### config.mk
export PLATFORM = sky130hd
export DESIGN_NAME = isa_string_extension_parser
export DESIGN_NICKNAME = d
export VERILOG_FILES = /design/src/rtl/core/isaext_pkg.sv /design/src/rtl/core/isaext_match.sv /design/src/rtl/core/isa_string_extension_parser.sv
export SDC_FILE = /design/constraint.sdc
export NUM_CORES = 1
export LEC_CHECK = 0
export BUFFER_PORTS_ARGS = -buffer_cell sky130_fd_sc_hd__buf_2
export CORE_MARGIN = 4
export CORE_UTILIZATION = 55
export DETAILED_ROUTE_END_ITERATION = 12
export PLACE_DENSITY = 0.72
export SLEW_MARGIN = 20
export SYNTH_ARGS = -nofsm -noshare
export SYNTH_HDL_FRONTEND = slang
export SYNTH_SLANG_ARGS = --single-unit
### constraint.sdc
create_clock -name clock -period 11.2 [get_ports clock]
set_input_delay 1.12 -clock clock [delete_from_list [all_inputs] [get_ports clock]]
set_output_delay 1.12 -clock clock [all_outputs]
set_load 0.05 [all_outputs]
### src/rtl/core/isaext_pkg.sv
package isaext_pkg;

   // extension table
   localparam int EXT_COUNT    = 19;
   localparam int EXT_NAME_MAX = 11;
   localparam int NAME_BUFFER_LEN_DEFAULT = 16;

   typedef logic [EXT_NAME_MAX*8-1:0] entry_text_type;
   typedef logic [EXT_COUNT-1:0]      ext_mask_type;

   // names sit right-justified: last character in the low byte
   localparam entry_text_type EXT_NAME [EXT_COUNT] = '{
      "i", "m", "a", "f", "d", "q", "c", "h",
      "zicntr", "zicsr", "zifencei", "zihintpause", "zihpm",
      "zba", "zbb", "zbs", "smaia", "ssaia", "svpbmt"
   };

   localparam logic [3:0] EXT_LEN [EXT_COUNT] = '{
      4'd1, 4'd1, 4'd1, 4'd1, 4'd1, 4'd1, 4'd1, 4'd1,
      4'd6, 4'd5, 4'd8, 4'd11, 4'd5,
      4'd3, 4'd3, 4'd3, 4'd5, 4'd5, 4'd6
   };

   localparam int BIT_ZBA = 13;
   localparam int BIT_ZBB = 14;
   localparam int BIT_ZBS = 15;
   localparam ext_mask_type B_EXPAND_MASK =
      ext_mask_type'((1 << BIT_ZBA) | (1 << BIT_ZBB) | (1 << BIT_ZBS));

   // configuration
   localparam logic       WIDTH_IS_64_RESET   = 1'b1;
   localparam ext_mask_type REQUIRED_MASK_RESET = ext_mask_type'(282311);

   typedef enum logic {
      CSR_WIDTH_IS_64   = 1'b0,
      CSR_REQUIRED_MASK = 1'b1
   } csr_index_type;

   // result status
   typedef enum logic [1:0] {
      STATUS_OK         = 2'd0,
      STATUS_BAD_PREFIX = 2'd1,
      STATUS_ILLEGAL    = 2'd2
   } status_type;

   // characters
   localparam logic [7:0] CH_NUL        = 8'h00;
   localparam logic [7:0] CH_R          = "r";
   localparam logic [7:0] CH_V          = "v";
   localparam logic [7:0] CH_I          = "i";
   localparam logic [7:0] CH_P          = "p";
   localparam logic [7:0] CH_U          = "u";
   localparam logic [7:0] CH_X          = "x";
   localparam logic [7:0] CH_S          = "s";
   localparam logic [7:0] CH_Z          = "z";
   localparam logic [7:0] CH_B          = "b";
   localparam logic [7:0] CH_UNDERSCORE = "_";
   localparam logic [7:0] CH_3          = "3";
   localparam logic [7:0] CH_2          = "2";
   localparam logic [7:0] CH_6          = "6";
   localparam logic [7:0] CH_4          = "4";

   function automatic logic is_digit(input logic [7:0] c);
      return (c >= "0") && (c <= "9");
   endfunction

   function automatic logic is_lower(input logic [7:0] c);
      return (c >= "a") && (c <= "z");
   endfunction

   function automatic logic [7:0] sat_inc(input logic [7:0] v);
      return (v == 8'hFF) ? 8'hFF : v + 8'd1;
   endfunction

   // character j of table entry k, counted from the front of the name
   function automatic logic [7:0] ext_char(input int k, input int j);
      int pos;
      pos = (int'(EXT_LEN[k]) > j) ? int'(EXT_LEN[k]) - 1 - j : 0;
      return EXT_NAME[k][pos*8 +: 8];
   endfunction

   // table hit for a one-letter extension
   function automatic ext_mask_type single_hit(input logic [7:0] c);
      ext_mask_type hit;
      hit = '0;
      for (int k = 0; k < EXT_COUNT; k++) begin
         if (EXT_LEN[k] == 4'd1 && EXT_NAME[k][7:0] == c) begin
            hit[k] = 1'b1;
         end
      end
      return hit;
   endfunction

endpackage

### src/rtl/core/isaext_match.sv
module isaext_match #(
   parameter int NAME_BUFFER_LEN = isaext_pkg::NAME_BUFFER_LEN_DEFAULT
) (
   input  logic [7:0]                 name_chars [NAME_BUFFER_LEN],
   input  logic [7:0]                 name_len,
   output isaext_pkg::ext_mask_type   hit
);

   logic len_ok;

   assign len_ok = (name_len != 8'd0) &&
                   (name_len <= 8'(NAME_BUFFER_LEN)) &&
                   (name_len <= 8'(isaext_pkg::EXT_NAME_MAX));

   // parallel compare against every table entry
   always_comb begin
      logic eq;
      hit = '0;
      for (int k = 0; k < isaext_pkg::EXT_COUNT; k++) begin
         eq = (name_len == 8'(isaext_pkg::EXT_LEN[k]));
         for (int j = 0; j < isaext_pkg::EXT_NAME_MAX; j++) begin
            if (j < int'(isaext_pkg::EXT_LEN[k]) &&
                name_chars[j] != isaext_pkg::ext_char(k, j)) begin
               eq = 1'b0;
            end
         end
         hit[k] = eq & len_ok;
      end
   end

endmodule

### src/rtl/core/isa_string_extension_parser.sv
// the result beat is registered and valid in the cycle after the terminating zero beat is taken
// throughput: one character beat per cycle, set by the combinational parse step between
// the phase register and the result register; a result held on the output stalls input
// reset: synchronous, active high; clears the parser to the start of the prefix, drops
// any pending result and loads width_is_64 = 1 and required_mask = 282311
module isa_string_extension_parser #(
   parameter int NAME_BUFFER_LEN = isaext_pkg::NAME_BUFFER_LEN_DEFAULT
) (
   input  logic        clock,
   input  logic        reset,
   // character stream
   input  logic        req_tvalid,
   output logic        req_tready,
   input  logic [7:0]  req_tdata,   // [7:0] char_code
   // parse result
   output logic        rsp_tvalid,
   input  logic        rsp_tready,
   output logic [39:0] rsp_tdata,   // [18:0] ext_mask, [37:19] missing_required, [39:38] status
   // register writes
   input  logic        csr_valid,
   output logic        csr_ready,
   input  logic        csr_index,
   input  logic [18:0] csr_data
);

   localparam int IDX_W = $clog2(NAME_BUFFER_LEN);

   typedef enum logic [3:0] {
      PH_PREFIX_R,
      PH_PREFIX_V,
      PH_WIDTH_HI,
      PH_WIDTH_LO,
      PH_BASE_I,
      PH_EXT_START,
      PH_SINGLE,
      PH_SINGLE_MAJOR,
      PH_SINGLE_P,
      PH_SINGLE_MINOR,
      PH_S_PENDING,
      PH_MULTI,
      PH_MULTI_P,
      PH_SKIP_X,
      PH_AFTER_SU,
      PH_DRAIN
   } phase_type;

   // parser state
   phase_type                phase_ff, phase_in;
   logic [7:0]               name_buf_ff [NAME_BUFFER_LEN];
   logic [7:0]               tok_len_ff, tok_len_in;
   logic [7:0]               digit_start_ff, digit_start_in;
   logic [7:0]               cut_point_ff, cut_point_in;
   logic [7:0]               prev_char_ff, prev_char_in;
   isaext_pkg::ext_mask_type found_ff, found_in;
   isaext_pkg::status_type   err_ff, err_in;

   // configuration registers
   logic                     width_is_64_ff;
   isaext_pkg::ext_mask_type required_mask_ff;

   // result register
   logic                     rsp_valid_ff, rsp_valid_in;
   isaext_pkg::ext_mask_type rsp_mask_ff, rsp_mask_in;
   isaext_pkg::ext_mask_type rsp_missing_ff, rsp_missing_in;
   isaext_pkg::status_type   rsp_status_ff, rsp_status_in;

   // name buffer writes: slot 0 for a name start, slot n for a name character
   logic                     buf0_we;
   logic [7:0]               buf0_data;
   logic                     bufn_we;
   logic [IDX_W-1:0]         bufn_idx;

   logic                     accept;
   logic [7:0]               c;
   logic                     is_term;
   logic                     legal;
   logic                     match_go;
   isaext_pkg::ext_mask_type name_hit;
   logic [7:0]               w_hi, w_lo;

   // parse step helpers
   logic                     begin_go;
   logic                     multi_go;
   logic [7:0]               m_n;
   logic [7:0]               m_start;
   logic [7:0]               m_cut;
   logic                     m_after_p;

   assign accept     = req_tvalid && req_tready;
   assign c          = req_tdata;
   assign is_term    = (c == isaext_pkg::CH_NUL);
   assign legal      = isaext_pkg::is_lower(c) || isaext_pkg::is_digit(c) ||
                       (c == isaext_pkg::CH_UNDERSCORE);
   // a result waiting on the output holds off the next character until it is taken
   assign req_tready = !rsp_valid_ff || rsp_tready;
   assign csr_ready  = 1'b1;
   assign rsp_tvalid = rsp_valid_ff;
   assign rsp_tdata  = {rsp_status_ff, rsp_missing_ff, rsp_mask_ff};

   assign w_hi = width_is_64_ff ? isaext_pkg::CH_6 : isaext_pkg::CH_3;
   assign w_lo = width_is_64_ff ? isaext_pkg::CH_4 : isaext_pkg::CH_2;

   // a multi-letter name closes on underscore or terminator
   assign match_go = (phase_ff == PH_MULTI || phase_ff == PH_MULTI_P) &&
                     (is_term || c == isaext_pkg::CH_UNDERSCORE);

   isaext_match #(
      .NAME_BUFFER_LEN (NAME_BUFFER_LEN)
   ) u_match (
      .name_chars (name_buf_ff),
      .name_len   (cut_point_ff),
      .hit        (name_hit)
   );

   always_comb begin
      phase_in       = phase_ff;
      tok_len_in     = tok_len_ff;
      digit_start_in = digit_start_ff;
      cut_point_in   = cut_point_ff;
      prev_char_in   = prev_char_ff;
      found_in       = found_ff;
      err_in         = err_ff;
      rsp_valid_in   = rsp_valid_ff && !rsp_tready;
      rsp_mask_in    = rsp_mask_ff;
      rsp_missing_in = rsp_missing_ff;
      rsp_status_in  = rsp_status_ff;
      buf0_we        = 1'b0;
      buf0_data      = c;
      bufn_we        = 1'b0;
      bufn_idx       = '0;
      begin_go       = 1'b0;
      multi_go       = 1'b0;
      m_n            = tok_len_ff;
      m_start        = digit_start_ff;
      m_cut          = cut_point_ff;
      m_after_p      = (phase_ff == PH_MULTI_P);

      if (accept && is_term) begin
         // terminator: close the open name, emit, restart at the prefix
         rsp_valid_in = 1'b1;
         rsp_status_in = err_ff;
         case (phase_ff) inside
            PH_PREFIX_R, PH_PREFIX_V, PH_WIDTH_HI, PH_WIDTH_LO, PH_BASE_I:
               rsp_status_in = isaext_pkg::STATUS_BAD_PREFIX;
            default: ;
         endcase
         if (rsp_status_in == isaext_pkg::STATUS_OK) begin
            rsp_mask_in = found_ff | (match_go ? name_hit : '0);
         end else begin
            rsp_mask_in = '0;
         end
         rsp_missing_in = required_mask_ff & ~rsp_mask_in;
         phase_in       = PH_PREFIX_R;
         tok_len_in     = '0;
         digit_start_in = '0;
         cut_point_in   = '0;
         prev_char_in   = '0;
         found_in       = '0;
         err_in         = isaext_pkg::STATUS_OK;
      end else if (accept) begin
         prev_char_in = c;
         if (!legal) begin
            err_in   = isaext_pkg::STATUS_ILLEGAL;
            phase_in = PH_DRAIN;
         end else begin
            unique case (phase_ff)
               PH_PREFIX_R: begin
                  if (c == isaext_pkg::CH_R) phase_in = PH_PREFIX_V;
                  else begin
                     err_in   = isaext_pkg::STATUS_BAD_PREFIX;
                     phase_in = PH_DRAIN;
                  end
               end
               PH_PREFIX_V: begin
                  if (c == isaext_pkg::CH_V) phase_in = PH_WIDTH_HI;
                  else begin
                     err_in   = isaext_pkg::STATUS_BAD_PREFIX;
                     phase_in = PH_DRAIN;
                  end
               end
               PH_WIDTH_HI: begin
                  if (c == w_hi) phase_in = PH_WIDTH_LO;
                  else begin
                     err_in   = isaext_pkg::STATUS_BAD_PREFIX;
                     phase_in = PH_DRAIN;
                  end
               end
               PH_WIDTH_LO: begin
                  if (c == w_lo) phase_in = PH_BASE_I;
                  else begin
                     err_in   = isaext_pkg::STATUS_BAD_PREFIX;
                     phase_in = PH_DRAIN;
                  end
               end
               PH_BASE_I: begin
                  if (c == isaext_pkg::CH_I) begin_go = 1'b1;
                  else begin
                     err_in   = isaext_pkg::STATUS_BAD_PREFIX;
                     phase_in = PH_DRAIN;
                  end
               end
               PH_EXT_START, PH_AFTER_SU: begin
                  if (phase_ff == PH_AFTER_SU && c == isaext_pkg::CH_UNDERSCORE)
                     phase_in = PH_EXT_START;
                  else
                     begin_go = 1'b1;
               end
               // a stray p after a version is a one-letter extension with no
               // table entry, so it leaves only the single-letter phase behind
               PH_SINGLE, PH_SINGLE_P: begin
                  if (isaext_pkg::is_digit(c))
                     phase_in = (phase_ff == PH_SINGLE_P) ? PH_SINGLE_MINOR
                                                          : PH_SINGLE_MAJOR;
                  else if (c == isaext_pkg::CH_UNDERSCORE) phase_in = PH_EXT_START;
                  else begin_go = 1'b1;
               end
               PH_SINGLE_MAJOR: begin
                  if (isaext_pkg::is_digit(c)) phase_in = PH_SINGLE_MAJOR;
                  else if (c == isaext_pkg::CH_P) phase_in = PH_SINGLE_P;
                  else if (c == isaext_pkg::CH_UNDERSCORE) phase_in = PH_EXT_START;
                  else begin_go = 1'b1;
               end
               PH_SINGLE_MINOR: begin
                  if (isaext_pkg::is_digit(c)) phase_in = PH_SINGLE_MINOR;
                  else if (c == isaext_pkg::CH_UNDERSCORE) phase_in = PH_EXT_START;
                  else begin_go = 1'b1;
               end
               PH_S_PENDING: begin
                  if (c == isaext_pkg::CH_U) begin
                     // the s-u pair is dropped
                     phase_in = PH_AFTER_SU;
                  end else begin
                     // the held s opens a multi-letter name
                     buf0_we        = 1'b1;
                     buf0_data      = isaext_pkg::CH_S;
                     tok_len_in     = 8'd1;
                     digit_start_in = 8'd1;
                     cut_point_in   = 8'd1;
                     if (c == isaext_pkg::CH_UNDERSCORE) begin
                        // a lone s has no table entry
                        phase_in = PH_EXT_START;
                     end else begin
                        multi_go  = 1'b1;
                        m_n       = 8'd1;
                        m_start   = 8'd1;
                        m_cut     = 8'd1;
                        m_after_p = 1'b0;
                     end
                  end
               end
               PH_MULTI, PH_MULTI_P: begin
                  if (c == isaext_pkg::CH_UNDERSCORE) begin
                     found_in = found_ff | name_hit;
                     phase_in = PH_EXT_START;
                  end else begin
                     multi_go = 1'b1;
                  end
               end
               PH_SKIP_X: begin
                  if (c == isaext_pkg::CH_UNDERSCORE) phase_in = PH_EXT_START;
               end
               PH_DRAIN: ;
               default: ;
            endcase
         end
      end

      // start of an extension
      if (begin_go) begin
         if (c == isaext_pkg::CH_UNDERSCORE || isaext_pkg::is_digit(c)) begin
            err_in   = isaext_pkg::STATUS_ILLEGAL;
            phase_in = PH_DRAIN;
         end else if (c == isaext_pkg::CH_X) begin
            phase_in = PH_SKIP_X;
         end else if (c == isaext_pkg::CH_S &&
                      prev_char_ff != isaext_pkg::CH_UNDERSCORE) begin
            phase_in = PH_S_PENDING;
         end else if (c == isaext_pkg::CH_S || c == isaext_pkg::CH_Z) begin
            buf0_we        = 1'b1;
            tok_len_in     = 8'd1;
            digit_start_in = 8'd1;
            cut_point_in   = 8'd1;
            phase_in       = PH_MULTI;
         end else begin
            found_in = found_ff | isaext_pkg::single_hit(c) |
                       ((c == isaext_pkg::CH_B) ? isaext_pkg::B_EXPAND_MASK : '0);
            phase_in = PH_SINGLE;
         end
      end

      // next character of a multi-letter name, tracking the version suffix
      if (multi_go) begin
         bufn_we  = (m_n < 8'(NAME_BUFFER_LEN));
         bufn_idx = m_n[IDX_W-1:0];
         digit_start_in = m_start;
         cut_point_in   = m_cut;
         phase_in       = PH_MULTI;
         if (isaext_pkg::is_digit(c)) begin
            if (m_after_p) begin
               cut_point_in   = m_start;
               digit_start_in = m_n;
            end else if (!isaext_pkg::is_digit(prev_char_ff)) begin
               digit_start_in = m_n;
               cut_point_in   = m_n;
            end
         end else begin
            cut_point_in = isaext_pkg::sat_inc(m_n);
            if (c == isaext_pkg::CH_P && isaext_pkg::is_digit(prev_char_ff))
               phase_in = PH_MULTI_P;
         end
         tok_len_in = isaext_pkg::sat_inc(m_n);
      end
   end

   always_ff @(posedge clock) begin
      if (reset) begin
         phase_ff         <= PH_PREFIX_R;
         tok_len_ff       <= '0;
         digit_start_ff   <= '0;
         cut_point_ff     <= '0;
         prev_char_ff     <= '0;
         found_ff         <= '0;
         err_ff           <= isaext_pkg::STATUS_OK;
         rsp_valid_ff     <= 1'b0;
         width_is_64_ff   <= isaext_pkg::WIDTH_IS_64_RESET;
         required_mask_ff <= isaext_pkg::REQUIRED_MASK_RESET;
      end else begin
         phase_ff       <= phase_in;
         tok_len_ff     <= tok_len_in;
         digit_start_ff <= digit_start_in;
         cut_point_ff   <= cut_point_in;
         prev_char_ff   <= prev_char_in;
         found_ff       <= found_in;
         err_ff         <= err_in;
         rsp_valid_ff   <= rsp_valid_in;
         if (csr_valid && csr_ready) begin
            case (csr_index)
               isaext_pkg::CSR_WIDTH_IS_64:   width_is_64_ff   <= csr_data[0];
               isaext_pkg::CSR_REQUIRED_MASK: required_mask_ff <= csr_data;
               default: ;
            endcase
         end
      end
      // payload, no reset
      rsp_mask_ff    <= rsp_mask_in;
      rsp_missing_ff <= rsp_missing_in;
      rsp_status_ff  <= rsp_status_in;
      if (buf0_we) name_buf_ff[0] <= buf0_data;
      if (bufn_we) name_buf_ff[bufn_idx] <= c;
   end

endmodule
==> run metrics <==
async set or reset register ratio after synthesis=0%; post-synth top area cell=edfxtp_1; die area=around 0.02 mm2; max-slew violation count=0; crit path cell chain=buf_2 > nand4b_1 > nor2_1 > or4_1 > nand2b_1 > and2_1 > ha_1 > and3_1 > and3_1 > nand3_1 > nand2_1 > o311ai_0 > a311oi_1; share of layout cells above drive strength 1=approximately an eighth; Synth area leaders=edfxtp_1 37%, dfxtp_1 18%, nand2_1 3.8%; Setup crit end kind=flip-flop; slowest stage delay, CP=approximately 830 ps; clk_skew=roughly 12 ps; synthesized instance count=roughly 940; ANT nets after route=0; htree depth=1; initial antenna violation count=0; CTS Sinks=roughly 210; Fillers=roughly 1400; Std-Cell Rows=48; Final Cycle Share=between 40% and 50%; Post-synth EDFFs=120; Clk Latency, worst-skew pair=around 510 ps; vias in the first global route=7385; Worst setup SP type=input pin; TNS Setup=0 ps; VDD IR-drop max=0.0001232 V; fin nets=1020; Worst Path Class, Setup=input pin to flip-flop; Tot GR Track Use=between 20% and 30%; crit path time final=4929 ps; Seq/Total Area, Yosys=between 50% and 60%; DR iter-0 viols=between 900 and 1000; hold_buf cts=0; footprint of the multi-input gates=0.004068 mm2; Die Span Y=140.2 um; clk slew on worst S/H paths=approximately 60 ps; status=finished, final reports clean; data arrival time of the worst path=5350 ps; total gr overflow=0; drt drc=0; Data required, critical path=about 12000 ps; via count=between 7000 and 8000; Mean Syn Cell Area=10.21 um2; Starting Density=between 50% and 60%; final hold vios=0; pin count of the biggest net entering global routing=43; fin cells=~1200; maxcap violations=0; Worst Path Max Fanout=28; r2r setup slk=around 6600 ps; Total Power=approximately 1.6 mW; Ports=76; Routed WL=roughly 25 mm; final hold slack=approximately 450 ps; RD Place Congestion=between 0.9 and 1; setup bufs post-CTS=0; first-pass GRT wire length=~40 mm; Setup WS post-layout=approximately 6300 ps; Netlist cell types=82; Placed Area=between 0.01 and 0.015 mm2; Hold WC Path Type=flip-flop to flip-flop; Place WS=5936 ps; CTS Buf Count=22; IO Port Bufs=between 70 and 80; YS warnings=0; Crit-path slowest cell=nor2_1; Via density=6.297; unrepaired setup endpoints after global routing=no; Least-Margin Pin Slew=roughly 1100 ps; P_leak=3.537 nW; syn nets=between 900 and 1000; die span in x=140.2 um; post-DP HPWL=about 17 mm; #FFs+latches synth=between 200 and 250; Reg area=between 0.005 and 0.006 mm2; placed cells=approximately 1200; ANT cells=0; drt pass-1 iters=6; CP dominant cell by count=and3_1; relative slew slack=~26%; area grow syn2layout=12.36%; fmax=0.2029 GHz; top_reg_cell synth=edfxtp_1; TritonCTS clock tree=built; wire per inst=~20 um; Clock Path Buffers=3; Cell Area, Synth=0.009617 mm2; Final Core Density=a little over three fifths; core area=approximately 0.017 mm2; Yosys top cell area share=a little under two fifths; pwr/cell area=~150 mW/mm2; Root Buffer=clkbuf_16; Final setup viols=0; post-CTS sizing=0; Final Cell Area=~0.011 mm2
==> path summary, 6_finish.rpt <==
kind                            start  cells after the start             endpoint
setup / recovery         req_tdata[1]                     13      cut_point_ff[0]
hold / removal    required_mask_ff[5]                      2  required_mask_ff[5]
setup reg to reg          phase_ff[1]                     12      cut_point_ff[0]
hold reg to reg   required_mask_ff[5]                      2  required_mask_ff[5]
==> worst max-delay path: cells and delay by family <==
kind | cells | cell delay [ps]
AND/OR/NAND/NOR | 9 | 3000
buffers and inverters | 1 | 470
AO/OA/AOI/OAI | 2 | 470
adder cells (fa/ha/maj) | 1 | 260
==> cell usage in the layout (no fill, tap or decap), drive strengths merged, types with 24 or more instances in the layout <==
| master | n |
|---|---|
| edfxtp | 120 |
| nand2 | 98 |
| nor2 | 92 |
| dfxtp | 86 |
| buf | 79 |
| a21oi | 66 |
| nor2b | 36 |
| o21ai | 32 |
| clkbuf | 31 |
| nor3 | 29 |
| nand3 | 25 |
| nand3b | 24 |
==> cells by family (layout without fill, tap and decap cells) <==
group	after synthesis	in the layout	share of synthesized area, %
other	1	1	0.03899
XOR/XNOR	4	4	0.3643
adder cells (fa/ha/maj)	1	1	0.1301
AND/OR/NAND/NOR	450	450	26.00
multiplexers	3	3	0.3123
flip-flops	206	206	55.37
AO/OA/AOI/OAI	210	210	15.03
buffers and inverters	67	127	2.758
==> area by class of cell <==
| cell class | count | area share [%] |
|---|---|---|
| flip-flops and latches | 206 | 49.28 |
| multi-input cells | 669 | 37.64 |
| clock buffers | 31 | 5.593 |
| repair buffers | 79 | 3.775 |
| well taps | 225 | 2.605 |
| clock inverters | 9 | 0.8221 |
| inverters | 8 | 0.2779 |
==> power by group <==
part	internal [mW]	switching [mW]
sequential	0.815	0.0208
clock	0.402	0.290
combinational	0.0393	0.0696
total	1.26	0.380
==> metal layers <==
layer  wire length (um)  share of wire (%)  vias to the layer above  GRT usage, %
li1                   -                  -                     3636             -
met1              10590                 42                     3629         35.79
met2              11440                 45                      399         39.09
met3               2439                9.7                       63         5.155
met4                772                3.1                        0         8.363
met5                  0                  0                        -             0
==> cells in the mapped netlist, drive strengths merged, types with 5 or more instances <==
| library cell | number |
|---|---|
| a211oi | 6 |
| a21oi | 66 |
| a221oi | 6 |
| a22o | 12 |
| a22oi | 6 |
| a311oi | 5 |
| a31oi | 7 |
| and2 | 8 |
| and3 | 11 |
| buf | 6 |
| clkbuf | 53 |
| dfxtp | 86 |
| edfxtp | 120 |
| inv | 8 |
| nand2 | 98 |
| nand2b | 17 |
| nand3 | 25 |
| nand3b | 24 |
| nand4 | 17 |
| nand4b | 9 |
| nor2 | 92 |
| nor2b | 36 |
| nor3 | 29 |
| nor3b | 6 |
| nor4 | 14 |
| nor4b | 8 |
| nor4bb | 12 |
| o211ai | 10 |
| o21a | 7 |
| o21ai | 32 |
| o22ai | 8 |
| or2 | 8 |
| or3 | 8 |
| or4 | 7 |
Power figures use the tool's default switching activity.
